**config.mk**
```make
export PLATFORM = sky130hd
export DESIGN_NAME = pll_divider_search_core
export DESIGN_NICKNAME = d
export VERILOG_FILES = /design/src/sv/pds_pkg.sv /design/src/sv/pds_div.sv /design/src/sv/pds_datapath.sv /design/src/sv/pds_ctrl.sv /design/src/sv/pll_divider_search_core.sv
export SDC_FILE = /design/constraint.sdc
export NUM_CORES = 2
export LEC_CHECK = 0
export ABC_AREA = 1
export BUFFER_PORTS_ARGS = -buffer_cell sky130_fd_sc_hd__buf_4
export CORE_MARGIN = 2
export CORE_UTILIZATION = 25
export CTS_CLUSTER_DIAMETER = 40
export DETAILED_ROUTE_END_ITERATION = 7
export GPL_TIMING_DRIVEN = 1
export REMOVE_ABC_BUFFERS = 1
export SLEW_MARGIN = 30
export SYNTH_ARGS = -nofsm -noshare
export SYNTH_HDL_FRONTEND = slang
export SYNTH_HIERARCHICAL = 1
export SYNTH_SLANG_ARGS = --single-unit
```
**constraint.sdc**
```tcl
create_clock -name clk -period 6.9 [get_ports clk]
set_clock_uncertainty 0.15 [all_clocks]
set_input_delay 0.69 -clock clk [delete_from_list [all_inputs] [get_ports clk]]
set_output_delay 0.69 -clock clk [all_outputs]
set_load 0.01 [all_outputs]
```
**src/sv/pds_pkg.sv**
```systemverilog
// shared widths, constants and controller/datapath interface types for the pll divider search
`timescale 1ns / 1ps
`default_nettype none
package pds_pkg;

    localparam int FREQ_W = 30;                 // frequency fields
    localparam int DIV_W  = 8;                  // divider counters and limits
    localparam int PROD_W = FREQ_W + DIV_W;     // ref * m at full width

    localparam int DIV_LIMIT_DEF = 255;

    // legal vco window, inclusive
    localparam logic [PROD_W-1:0] VCO_MIN    = PROD_W'(160000000);
    localparam logic [PROD_W-1:0] VCO_MAX_P1 = PROD_W'(600000001);

    localparam logic [DIV_W-1:0] MULT_RST    = DIV_W'(15);
    localparam logic [DIV_W-1:0] PREDIV_RST  = DIV_W'(15);
    localparam logic [DIV_W-1:0] POSTDIV_RST = DIV_W'(7);

    // post divider steps in the {2, 4} mode
    localparam logic [DIV_W-1:0] K_PAIR_FIRST = DIV_W'(2);
    localparam logic [DIV_W-1:0] K_PAIR_LAST  = DIV_W'(4);
    localparam logic [DIV_W-1:0] K_PAIR_STEP  = DIV_W'(2);

    // divider operand select
    localparam logic DIV_SEL_PREDIV  = 1'b0;
    localparam logic DIV_SEL_POSTDIV = 1'b1;

    // config register map, each register at byte address 4 * index
    typedef enum logic [1:0] {
        REG_MAX_MULT,
        REG_MAX_PREDIV,
        REG_MAX_POSTDIV,
        REG_POST_MODE
    } cfg_reg_t;

    typedef struct packed {
        logic start;       // latch item, clear best, m = 1
        logic prod_load;   // prod = ref * m
        logic m_inc;
        logic n_init;
        logic n_inc;
        logic bound_load;  // window bounds scaled by n
        logic div_start;
        logic div_sel;
        logic vco_load;
        logic k_init;
        logic k_inc;
        logic err_load;
        logic best_try;
        logic out_load;
    } pds_cmd_t;

    typedef struct packed {
        logic m_empty;
        logic m_last;
        logic prod_low;
        logic n_empty;
        logic n_last;
        logic vco_bad;
        logic div_done;
        logic k_empty;
        logic k_last;
        logic out_busy;
    } pds_sts_t;

endpackage
`default_nettype wire

```
**src/sv/pds_div.sv**
```systemverilog
// restoring divider, one quotient bit per cycle, quotient known to fit FREQ_W bits
`timescale 1ns / 1ps
`default_nettype none
module pds_div
    import pds_pkg::*;
(
    input  wire logic              clk,
    input  wire logic              rst_n,
    input  wire logic              start,
    input  wire logic [PROD_W-1:0] dividend,
    input  wire logic [DIV_W-1:0]  divisor,
    output logic                   done,
    output logic [FREQ_W-1:0]      quotient
);

    localparam int CNT_W = $clog2(FREQ_W);
    localparam logic [CNT_W-1:0] CNT_LAST = CNT_W'(FREQ_W - 1);

    logic              busy_reg;
    logic              done_reg;
    logic [CNT_W-1:0]  cnt_reg;
    logic [DIV_W-1:0]  rem_reg;
    logic [FREQ_W-1:0] quo_reg;
    logic [DIV_W-1:0]  dsr_reg;

    logic [DIV_W:0]    shifted;
    logic [DIV_W:0]    diff;
    logic              ge;
    logic [DIV_W-1:0]  rem_next;
    logic [FREQ_W-1:0] quo_next;

    always_comb
    begin
        shifted  = {rem_reg, quo_reg[FREQ_W-1]};
        ge       = shifted >= {1'b0, dsr_reg};
        diff     = shifted - {1'b0, dsr_reg};
        rem_next = ge ? diff[DIV_W-1:0] : shifted[DIV_W-1:0];
        quo_next = {quo_reg[FREQ_W-2:0], ge};
    end

    always_ff @(posedge clk or negedge rst_n)
    begin
        if (!rst_n)
        begin
            busy_reg <= 1'b0;
            done_reg <= 1'b0;
            cnt_reg  <= '0;
        end
        else if (start)
        begin
            busy_reg <= 1'b1;
            done_reg <= 1'b0;
            cnt_reg  <= '0;
        end
        else if (busy_reg)
        begin
            cnt_reg <= cnt_reg + CNT_W'(1);
            if (cnt_reg == CNT_LAST)
            begin
                busy_reg <= 1'b0;
                done_reg <= 1'b1;
            end
        end
        else
        begin
            done_reg <= 1'b0;
        end
    end

    // upper dividend bits are below the divisor, so they seed the remainder
    always_ff @(posedge clk)
    begin
        if (start)
        begin
            rem_reg <= dividend[PROD_W-1:FREQ_W];
            quo_reg <= dividend[FREQ_W-1:0];
            dsr_reg <= divisor;
        end
        else if (busy_reg)
        begin
            rem_reg <= rem_next;
            quo_reg <= quo_next;
        end
    end

    assign done     = done_reg;
    assign quotient = quo_reg;

`ifndef SYNTH
    a_start_idle: assert property (@(posedge clk) disable iff (!rst_n)
        start |-> !busy_reg)
        else $error("divider started while busy");
    a_done_idle: assert property (@(posedge clk) disable iff (!rst_n)
        done_reg |-> !busy_reg)
        else $error("divider done while still busy");
`endif

endmodule
`default_nettype wire

```
**src/sv/pds_datapath.sv**
```systemverilog
// search datapath: loop counters, products, shared divider, best tracking, output register
`timescale 1ns / 1ps
`default_nettype none
module pds_datapath
    import pds_pkg::*;
(
    input  wire logic              clk,
    input  wire logic              rst_n,
    input  wire logic [FREQ_W-1:0] ref_hz,
    input  wire logic [FREQ_W-1:0] target_hz,
    input  wire logic [DIV_W-1:0]  mult_lim,
    input  wire logic [DIV_W-1:0]  prediv_lim,
    input  wire logic [DIV_W-1:0]  postdiv_lim,
    input  wire logic              post_mode,
    input  wire pds_cmd_t          cmd,
    output pds_sts_t               sts,
    input  wire logic              out_ready,
    output logic                   out_valid,
    output logic [DIV_W-1:0]       best_mult,
    output logic [DIV_W-1:0]       best_prediv,
    output logic [DIV_W-1:0]       best_postdiv,
    output logic                   found
);

    logic [FREQ_W-1:0] ref_reg;
    logic [FREQ_W-1:0] target_reg;
    logic [DIV_W-1:0]  m_reg;
    logic [DIV_W-1:0]  n_reg;
    logic [DIV_W-1:0]  k_reg;
    logic [PROD_W-1:0] prod_reg;
    logic [PROD_W-1:0] lo_reg;
    logic [PROD_W-1:0] hi_reg;
    logic [FREQ_W-1:0] vco_reg;
    logic [FREQ_W-1:0] err_reg;
    logic              have_reg;
    logic [FREQ_W-1:0] best_err_reg;
    logic [FREQ_W-1:0] best_vco_reg;
    logic [DIV_W-1:0]  bm_reg;
    logic [DIV_W-1:0]  bn_reg;
    logic [DIV_W-1:0]  bk_reg;
    logic              out_valid_reg;
    logic [DIV_W-1:0]  out_m_reg;
    logic [DIV_W-1:0]  out_n_reg;
    logic [DIV_W-1:0]  out_k_reg;
    logic              out_found_reg;

    logic [PROD_W-1:0] div_dividend;
    logic [DIV_W-1:0]  div_divisor;
    logic              div_done;
    logic [FREQ_W-1:0] div_q;
    logic [FREQ_W-1:0] err_next;
    logic              better;
    logic [DIV_W-1:0]  k_first;
    logic [DIV_W-1:0]  k_step;

    assign div_dividend = (cmd.div_sel == DIV_SEL_POSTDIV) ? PROD_W'(vco_reg) : prod_reg;
    assign div_divisor  = (cmd.div_sel == DIV_SEL_POSTDIV) ? k_reg : n_reg;

    pds_div u_div (
        .clk      (clk),
        .rst_n    (rst_n),
        .start    (cmd.div_start),
        .dividend (div_dividend),
        .divisor  (div_divisor),
        .done     (div_done),
        .quotient (div_q)
    );

    always_comb
    begin
        k_first  = post_mode ? K_PAIR_FIRST : DIV_W'(1);
        k_step   = post_mode ? K_PAIR_STEP : DIV_W'(1);
        err_next = (div_q > target_reg) ? (div_q - target_reg) : (target_reg - div_q);
        // smaller error wins, then higher vco, then earlier candidate
        better   = !have_reg || (err_reg < best_err_reg)
                   || ((err_reg == best_err_reg) && (vco_reg > best_vco_reg));
    end

    always_comb
    begin
        sts.m_empty  = mult_lim == '0;
        sts.m_last   = m_reg == mult_lim;
        sts.prod_low = prod_reg < VCO_MIN;
        sts.n_empty  = prediv_lim == '0;
        sts.n_last   = n_reg == prediv_lim;
        sts.vco_bad  = (prod_reg < lo_reg) || (prod_reg >= hi_reg);
        sts.div_done = div_done;
        sts.k_empty  = !post_mode && (postdiv_lim == '0);
        sts.k_last   = post_mode ? (k_reg == K_PAIR_LAST) : (k_reg == postdiv_lim);
        sts.out_busy = out_valid_reg && !out_ready;
    end

    always_ff @(posedge clk or negedge rst_n)
    begin
        if (!rst_n)
        begin
            have_reg      <= 1'b0;
            out_valid_reg <= 1'b0;
        end
        else
        begin
            if (cmd.start)
                have_reg <= 1'b0;
            else if (cmd.best_try)
                have_reg <= 1'b1;
            if (cmd.out_load)
                out_valid_reg <= 1'b1;
            else if (out_ready)
                out_valid_reg <= 1'b0;
        end
    end

    always_ff @(posedge clk)
    begin
        if (cmd.start)
        begin
            ref_reg    <= ref_hz;
            target_reg <= target_hz;
            m_reg      <= DIV_W'(1);
            bm_reg     <= '0;
            bn_reg     <= '0;
            bk_reg     <= '0;
        end
        else if (cmd.best_try && better)
        begin
            best_err_reg <= err_reg;
            best_vco_reg <= vco_reg;
            bm_reg       <= m_reg;
            bn_reg       <= n_reg;
            bk_reg       <= k_reg;
        end
        if (cmd.m_inc)
            m_reg <= m_reg + DIV_W'(1);
        if (cmd.prod_load)
            prod_reg <= PROD_W'(ref_reg) * PROD_W'(m_reg);
        if (cmd.n_init)
            n_reg <= DIV_W'(1);
        else if (cmd.n_inc)
            n_reg <= n_reg + DIV_W'(1);
        if (cmd.bound_load)
        begin
            lo_reg <= PROD_W'(n_reg) * VCO_MIN;
            hi_reg <= PROD_W'(n_reg) * VCO_MAX_P1;
        end
        if (cmd.vco_load)
            vco_reg <= div_q;
        if (cmd.k_init)
            k_reg <= k_first;
        else if (cmd.k_inc)
            k_reg <= k_reg + k_step;
        if (cmd.err_load)
            err_reg <= err_next;
        if (cmd.out_load)
        begin
            out_m_reg     <= bm_reg;
            out_n_reg     <= bn_reg;
            out_k_reg     <= bk_reg;
            out_found_reg <= have_reg;
        end
    end

    assign out_valid    = out_valid_reg;
    assign best_mult    = out_m_reg;
    assign best_prediv  = out_n_reg;
    assign best_postdiv = out_k_reg;
    assign found        = out_found_reg;

`ifndef SYNTH
    a_out_free: assert property (@(posedge clk) disable iff (!rst_n)
        cmd.out_load |-> !sts.out_busy)
        else $error("result register overwritten before transfer");
    a_none_zero: assert property (@(posedge clk) disable iff (!rst_n)
        out_valid_reg && !out_found_reg |->
            out_m_reg == '0 && out_n_reg == '0 && out_k_reg == '0)
        else $error("nonzero dividers reported with no match");
    a_found_set: assert property (@(posedge clk) disable iff (!rst_n)
        out_valid_reg && out_found_reg |->
            out_m_reg != '0 && out_n_reg != '0 && out_k_reg != '0)
        else $error("match reported with a zero divider");
`endif

endmodule
`default_nettype wire

```
**src/sv/pds_ctrl.sv**
```systemverilog
// search sequencer: walks m, n, k and drives the datapath
`timescale 1ns / 1ps
`default_nettype none
module pds_ctrl
    import pds_pkg::*;
(
    input  wire logic     clk,
    input  wire logic     rst_n,
    input  wire logic     in_valid,
    output logic          in_ready,
    input  wire pds_sts_t sts,
    output pds_cmd_t      cmd
);

    localparam logic [3:0] S_IDLE   = 4'd0;
    localparam logic [3:0] S_MPROD  = 4'd1;
    localparam logic [3:0] S_MCHK   = 4'd2;
    localparam logic [3:0] S_NMUL   = 4'd3;
    localparam logic [3:0] S_NCHK   = 4'd4;
    localparam logic [3:0] S_NDIV   = 4'd5;
    localparam logic [3:0] S_KSTART = 4'd6;
    localparam logic [3:0] S_KDIV   = 4'd7;
    localparam logic [3:0] S_KUPD   = 4'd8;
    localparam logic [3:0] S_NEXTN  = 4'd9;
    localparam logic [3:0] S_NEXTM  = 4'd10;
    localparam logic [3:0] S_DONE   = 4'd11;

    logic [3:0] state_reg;
    logic [3:0] state_next;

    always_comb
    begin
        state_next = state_reg;
        cmd        = '0;
        in_ready   = 1'b0;
        unique case (state_reg)
            S_IDLE:
            begin
                in_ready = 1'b1;
                if (in_valid)
                begin
                    cmd.start  = 1'b1;
                    state_next = sts.m_empty ? S_DONE : S_MPROD;
                end
            end
            S_MPROD:
            begin
                cmd.prod_load = 1'b1;
                state_next    = S_MCHK;
            end
            S_MCHK:
            begin
                if (sts.prod_low || sts.n_empty)
                    state_next = S_NEXTM;
                else
                begin
                    cmd.n_init = 1'b1;
                    state_next = S_NMUL;
                end
            end
            S_NMUL:
            begin
                cmd.bound_load = 1'b1;
                state_next     = S_NCHK;
            end
            S_NCHK:
            begin
                if (sts.vco_bad)
                    state_next = S_NEXTN;
                else
                begin
                    cmd.div_start = 1'b1;
                    cmd.div_sel   = DIV_SEL_PREDIV;
                    state_next    = S_NDIV;
                end
            end
            S_NDIV:
            begin
                if (sts.div_done)
                begin
                    cmd.vco_load = 1'b1;
                    cmd.k_init   = 1'b1;
                    state_next   = sts.k_empty ? S_NEXTN : S_KSTART;
                end
            end
            S_KSTART:
            begin
                cmd.div_start = 1'b1;
                cmd.div_sel   = DIV_SEL_POSTDIV;
                state_next    = S_KDIV;
            end
            S_KDIV:
            begin
                if (sts.div_done)
                begin
                    cmd.err_load = 1'b1;
                    state_next   = S_KUPD;
                end
            end
            S_KUPD:
            begin
                cmd.best_try = 1'b1;
                if (sts.k_last)
                    state_next = S_NEXTN;
                else
                begin
                    cmd.k_inc  = 1'b1;
                    state_next = S_KSTART;
                end
            end
            S_NEXTN:
            begin
                if (sts.n_last)
                    state_next = S_NEXTM;
                else
                begin
                    cmd.n_inc  = 1'b1;
                    state_next = S_NMUL;
                end
            end
            S_NEXTM:
            begin
                if (sts.m_last)
                    state_next = S_DONE;
                else
                begin
                    cmd.m_inc  = 1'b1;
                    state_next = S_MPROD;
                end
            end
            S_DONE:
            begin
                if (!sts.out_busy)
                begin
                    cmd.out_load = 1'b1;
                    state_next   = S_IDLE;
                end
            end
            default:
            begin
                state_next = S_IDLE;
            end
        endcase
    end

    always_ff @(posedge clk or negedge rst_n)
    begin
        if (!rst_n)
            state_reg <= S_IDLE;
        else
            state_reg <= state_next;
    end

endmodule
`default_nettype wire

```
**src/sv/pll_divider_search_core.sv**
```systemverilog
// top level of the pll divider search: config registers, sequencer and datapath
//
// usage
//   input channel (in_valid/in_ready) carries ref_hz and target_hz; output
//   channel (out_valid/out_ready) returns best_mult, best_prediv,
//   best_postdiv and found, exactly one result transfer per input transfer
//   one item is searched at a time; in_ready is high only while the
//   sequencer is idle, so a new item is taken only after a search ends
//   every m, every n whose vco lands in the window and every k is tried,
//   using the shared one bit per cycle divider (30 steps per quotient)
//   once for vco = ref*m/n and once per k for vco/k; m values whose ref*m
//   is below the window and out of window n values skip the divider
//   the result sits in an output register; a new item is taken while it
//   waits, and a finished search holds in its last state while the
//   receiver stalls with the previous result still pending
//   reset: channels go idle, registers return to m 15, n 15, k 7, mode 0
//   apb: max_mult at 0x0, max_prediv 0x4, max_postdiv 0x8, post_mode 0xc;
//   write only while idle; pready is tied high
`timescale 1ns / 1ps
`default_nettype none
module pll_divider_search_core
    import pds_pkg::*;
#(
    parameter int DIV_LIMIT = DIV_LIMIT_DEF
)
(
    input  wire logic              clk,
    input  wire logic              rst_n,
    // apb config port
    input  wire logic              psel,
    input  wire logic              penable,
    input  wire logic              pwrite,
    input  wire logic [3:0]        paddr,
    input  wire logic [31:0]       pwdata,
    output logic [31:0]            prdata,
    output logic                   pready,
    // request channel
    input  wire logic              in_valid,
    output logic                   in_ready,
    input  wire logic [FREQ_W-1:0] ref_hz,
    input  wire logic [FREQ_W-1:0] target_hz,
    // result channel
    output logic                   out_valid,
    input  wire logic              out_ready,
    output logic [DIV_W-1:0]       best_mult,
    output logic [DIV_W-1:0]       best_prediv,
    output logic [DIV_W-1:0]       best_postdiv,
    output logic                   found
);

    localparam logic [DIV_W-1:0] LIMIT = DIV_W'(DIV_LIMIT);

    logic [DIV_W-1:0] max_mult_reg;
    logic [DIV_W-1:0] max_prediv_reg;
    logic [DIV_W-1:0] max_postdiv_reg;
    logic             post_mode_reg;

    logic             wr_en;
    logic [1:0]       reg_idx;
    logic [DIV_W-1:0] mult_lim;
    logic [DIV_W-1:0] prediv_lim;
    logic [DIV_W-1:0] postdiv_lim;

    pds_cmd_t cmd;
    pds_sts_t sts;

    assign pready  = 1'b1;
    assign wr_en   = psel && penable && pwrite && pready;
    assign reg_idx = paddr[3:2];

    always_ff @(posedge clk or negedge rst_n)
    begin
        if (!rst_n)
        begin
            max_mult_reg    <= MULT_RST;
            max_prediv_reg  <= PREDIV_RST;
            max_postdiv_reg <= POSTDIV_RST;
            post_mode_reg   <= 1'b0;
        end
        else if (wr_en)
        begin
            unique case (reg_idx)
                REG_MAX_MULT:    max_mult_reg    <= pwdata[DIV_W-1:0];
                REG_MAX_PREDIV:  max_prediv_reg  <= pwdata[DIV_W-1:0];
                REG_MAX_POSTDIV: max_postdiv_reg <= pwdata[DIV_W-1:0];
                REG_POST_MODE:   post_mode_reg   <= pwdata[0];
                default:         ;
            endcase
        end
    end

    // read back the stored register value
    always_comb
    begin
        unique case (reg_idx)
            REG_MAX_MULT:    prdata = 32'(max_mult_reg);
            REG_MAX_PREDIV:  prdata = 32'(max_prediv_reg);
            REG_MAX_POSTDIV: prdata = 32'(max_postdiv_reg);
            REG_POST_MODE:   prdata = 32'(post_mode_reg);
            default:         prdata = '0;
        endcase
    end

    // limits above the build-time divider limit are clamped
    assign mult_lim    = (max_mult_reg > LIMIT) ? LIMIT : max_mult_reg;
    assign prediv_lim  = (max_prediv_reg > LIMIT) ? LIMIT : max_prediv_reg;
    assign postdiv_lim = (max_postdiv_reg > LIMIT) ? LIMIT : max_postdiv_reg;

    pds_ctrl u_ctrl (
        .clk      (clk),
        .rst_n    (rst_n),
        .in_valid (in_valid),
        .in_ready (in_ready),
        .sts      (sts),
        .cmd      (cmd)
    );

    pds_datapath u_dp (
        .clk          (clk),
        .rst_n        (rst_n),
        .ref_hz       (ref_hz),
        .target_hz    (target_hz),
        .mult_lim     (mult_lim),
        .prediv_lim   (prediv_lim),
        .postdiv_lim  (postdiv_lim),
        .post_mode    (post_mode_reg),
        .cmd          (cmd),
        .sts          (sts),
        .out_ready    (out_ready),
        .out_valid    (out_valid),
        .best_mult    (best_mult),
        .best_prediv  (best_prediv),
        .best_postdiv (best_postdiv),
        .found        (found)
    );

endmodule
`default_nettype wire

```
Word-level counts from Yosys, hierarchy flattened

Cells that the tools add are included.

Bits in latches: 0
Memories: 0
Memory bits (writable): 0
Word-level logic and storage cells: 171
Register bits: 438
Bits of input ports: 103
Output and inout bits: 60
Bits in read-only memories: 0

Bitwise gates (word level): 1
Shift operators: 0
Divide/modulo/power cells: 0
Multiply operators: 3
Equality and inequality tests: 25
Reduce and logical (&&, ||, !) cells: 29
$add $sub $neg: 7
Order comparisons: 10
Multiplexer cells: 64

Operators by type and width:

| cell                                                                   | count |
|---|---|
| 32-bit case mux with 4 select lines                                    | 1 |
| 30-bit 2-to-1 mux                                                      | 3 |
| 8-bit 2-to-1 mux                                                       | 11 |
| 30-bit > comparator                                                    | 2 |
| 30-bit subtractor                                                      | 2 |
| 4-bit case mux with 12 select lines                                    | 1 |
| 4-bit 2-to-1 mux                                                       | 11 |
| 38-bit >= comparator                                                   | 1 |
| 38-bit by 28-bit < comparator with 1-bit output, second input constant | 1 |
| 38-bit by 36-bit < comparator with 1-bit output                        | 1 |
| 30-bit by 8-bit multiplier with 38-bit output                          | 1 |
| 8-bit by 30-bit multiplier with 38-bit output, second input constant   | 1 |
| 38-bit 2-to-1 mux                                                      | 1 |
| 30-bit equality test                                                   | 1 |
| 30-bit < comparator                                                    | 1 |
| 1-bit 2-to-1 mux                                                       | 29 |
| 8-bit by 17-bit multiplier with 25-bit output, second input constant   | 1 |
| 8-bit equality test                                                    | 3 |
| 8-bit > comparator, second input constant                              | 3 |
| 8-bit logical NOT                                                      | 3 |
| 8-bit by 1-bit adder with 8-bit output, second input constant          | 2 |
| 4-bit by 3-bit equality test with 1-bit output, second input constant  | 4 |
| 4-bit equality test, second input constant                             | 4 |
| 5-bit 2-to-1 mux                                                       | 2 |
| other kinds (24)                                                       | 49 |

Longest topological paths before layout

Depth in word-level cells: 8
Mapped depth: 24
Mapped depth without buffers: 22

Modules after synthesis

The synthesis kept the hierarchy.

By module, submodules not included:

| module                  | cells an instance | area each (sq um) | times used | sequential area each (sq um) |
|---|---|---|---|---|
| pds_datapath            | 3758              | 31939.4           | 1          | 10239.8 |
| pds_div                 | 307               | 2761.4            | 1          | 1556.5 |
| pll_divider_search_core | 180               | 1400.1            | 1          | 639.4 |
| pds_ctrl                | 99                | 546.8             | 1          | 100.1 |

Worst setup path after synthesis

No wires, ideal clock.

Kind: register to register
Start: register u_ctrl.state_reg[2]
End: register u_dp.best_err_reg[0] (enable)
Setup slack: -63 ps
Arrival time: 6026 ps
Period minus slack after synthesis: 6963 ps
Path buffers: 0
Library setup time: 787 ps
Cell stages (with the launch flop): 5
Required time: 5963 ps
Path through: dfrtp_1 > nor2_1 > nand2_2 > nor2_1 > nor2_1

RTL lines:

| what                   | RTL line            | text |
|---|---|---|
| start, declared        | pds_ctrl.sv:28      | `logic [3:0] state_reg;` |
| start signal, assigned | pds_ctrl.sv:151     | `state_reg <= state_next;` |
| end signal, assigned   | pds_datapath.sv:126 | `best_err_reg <= err_reg;` |
| end, declared          | pds_datapath.sv:36  | `logic [FREQ_W-1:0] best_err_reg;` |

Worst setup path after layout

Start: register u_dp.m_reg[6]
End: register u_dp.prod_reg[29] (data pin)

Longest elaborated chain between the ends: 1

RTL lines:

| what                                          | RTL line            | text |
|---|---|---|
| start, declared                               | pds_datapath.sv:27  | `logic [DIV_W-1:0] m_reg;` |
| start signal, assigned                        | pds_datapath.sv:133 | `m_reg <= m_reg + DIV_W'(1);` |
| 30-bit by 8-bit multiplier with 38-bit output | pds_datapath.sv:135 | `prod_reg <= PROD_W'(ref_reg) * PROD_W'(m_reg);` |
| end signal, assigned                          | pds_datapath.sv:135 |  |
| end, declared                                 | pds_datapath.sv:30  | `logic [PROD_W-1:0] prod_reg;` |

Every way passes these cells.
A chain may end at the register's enable or synchronous reset.

==> run metrics <==
most common cell after layout, fill and taps aside nand2_1; Mapped Cells 4344; final hold violations 0; CTS tree done; GP Congestion a little over 0.9; ANT nets after route 0; most frequent cells in the layout nand2_1, inv_1, ha_1; H-tree levels 3; core box area 146000 sq um; Max Fclk 0.185 GHz; row cnt 140; post-synthesis sequential area ratio 0.342; largest net degree at the start of global routing 66; # fillers approximately 15000; Initial DRT Pass Iterations 5; Max-Cap Viols 0; Placed Cells 6283; DR iter-0 viols 1763; post-cts resize count 0; final critical-path required period 5.42 ns; worst-margin pin slew roughly 0.88 ns; max FFs per register 38; post-DP HPWL 77.2 mm; EDFF count, synth between 300 and 400; initial antenna violation count 0; Nets between 5000 and 6000; PortBufs 111; Layout area overhead 15.8%; clock sink total between 400 and 500; wire per inst 15.2 um; Hold Worst Slack just over 0.05 ns; Startpoint Class register; data required time of the worst path 7.15 ns; RSZ-0062 raised after global routing false; Die X 387 um; fin crit share 0.785; main area contributors after synthesis edfxtp_1, ha_1, fa_1; synthesized cell area 36600 sq um; Worst setup EP type register; Synth cell types 63; max-slew violations 0; Post-Route Utilization 0.292; height of the die 387 um; Overflow after GRT 0; n_diodes 0; CP arrival 5.67 ns; area leader, netlist edfxtp_1; Async SR Flop Fraction 0.0876; synthesized area per cell 8.44 sq um; cts bufs inserted 74; final non-filler cell total 6442; CTS clk-pin slew, worst paths ~0.06 ns; ratio of cells with drive above 1 in the final layout 0.0838; vias in the first global route 29000; Die ar. 150000 sq um; register area between 10000 and 15000 sq um; Post-Route WL 98.0 mm; DRC errors left 0; crit-path max FO 32; dominant synthesized flop cell edfxtp_1; setup total negative slack 0 ns; area of the multi-input gates approximately 20000 sq um; endpoints failing setup 0; GRT Total Usage 0.132; Top Ports 163; status completed; Yosys warnings 6; Max clock buf depth 3; total number of vias 28200; first-pass GRT wire length around 160 mm; reg2reg setup slack 1.48 ns; clk root buf clkbuf_16; worst skew pair latency approximately 0.68 ns; Crit Path Category register to register; Vias/cell 4.38; area share of the leading cell type in the synthesized netlist 0.298; synthesized flop and latch total 434; Tightest Hold Check Type input pin to register; Starting Density 0.252; relative slew slack 0.409
kinds of logic (layout without fill, tap and decap cells):
| family | Yosys count | count (layout) | synth area share |
|---|---|---|---|
| and+or+nand+nor | 1632 | 1632 | 0.187 |
| buffers and inverters | 1017 | 1175 | 0.110 |
| adders and majority gates | 594 | 594 | 0.247 |
| AOI/OAI and AO/OA | 505 | 505 | 0.0738 |
| DFF | 434 | 434 | 0.342 |
| xor gates and xnor gates | 141 | 141 | 0.0337 |
| muxes | 19 | 19 | 0.00584 |
| other | 2 | 25 | 0.000205 |
repair_timing:
item                                   in CTS  in global routing
endpoints found under the hold margin      48                  0
hold buffers                               22                  0
setup buffers                               0                  0
Yosys cell counts (all sizes together) (2+ instances only):
cell type,count
or2,11
o21a,13
nand3b,12
clkinv,2
nor4b,2
edfxtp,364
a31oi,7
o21bai,11
clkbuf,82
a21o,14
o211ai,7
dfrtp,27
dfstp,11
mux2,19
and3,2
nand3,153
a211oi,8
conb,2
nand4,31
fa,217
nor3,36
buf,60
a21oi,267
ha,377
o22ai,2
dfxtp,32
o21ai,168
inv,873
xnor2,41
and2,4
nor4,21
nor2,256
xor2,100
nand2,1102
metal layers:
metal	track usage	vias to the layer above	wire length [um]
met5	0	-	0
met4	0.0429	0	3140
met3	0.0214	148	4670
met2	0.229	580	47200
met1	0.166	13500	42900
li1	-	14000	-
final cells by class:
| type | instances | area share |
|---|---|---|
| Tap cell | 1917 | 0.0565 |
| Sequential cell | 434 | 0.295 |
| Clock buffer | 86 | 0.0457 |
| Inverter | 875 | 0.0775 |
| Timing Repair Buffer | 165 | 0.0316 |
| Multi-Input combinational cell | 2916 | 0.476 |
| Clock inverter | 49 | 0.0172 |
per-stage QoR:
stage	cell area [sq um]	setup slack (ns)
2_1_floorplan	36000	-0.0635
3_3_place_gp	39500	1.24
3_5_place_dp	39500	1.48
4_1_cts	42400	1.48
5_1_grt	42500	1.03
6_report	42500	1.48
worst max-delay path: stages, from the launching register on:
cell and delay, ns:
edfxtp_1 0.38, buf_4 0.44, nand2_1 0.10, inv_1 0.10, fa_1 0.44, fa_1 0.54
fa_1 0.55, inv_1 0.06, fa_1 0.53, inv_1 0.04, ha_1 0.40, nand2_1 0.15
nor2_1 0.28, nand2_1 0.09, nor4b_1 0.44, nand2_1 0.09, nand3_1 0.14, nand2_1 0.09
nand3_1 0.07, nand2_1 0.05
path summary, 6_finish.rpt:
| path | start | to | depth (start not counted) |
|---|---|---|---|
| worst max-delay path | u_dp/m_reg[6] | u_dp/prod_reg[29] | 19 |
| worst min-delay path | target_hz[20] | u_dp/target_reg[20] | 1 |
| worst max register to register | u_dp/m_reg[6] | u_dp/prod_reg[29] | 19 |
| worst min register to register | u_dp/vco_reg[29] | u_dp/best_vco_reg[29] | 0 |
| max in group asynchronous | rst_n | max_prediv_reg[3] | 2 |
| min in group asynchronous | rst_n | u_dp/u_div/cnt_reg[4] | 2 |
Power is left out: the tool's default activity adds up to more than one toggle a clock period on the data nets, which glitch-free logic cannot reach.
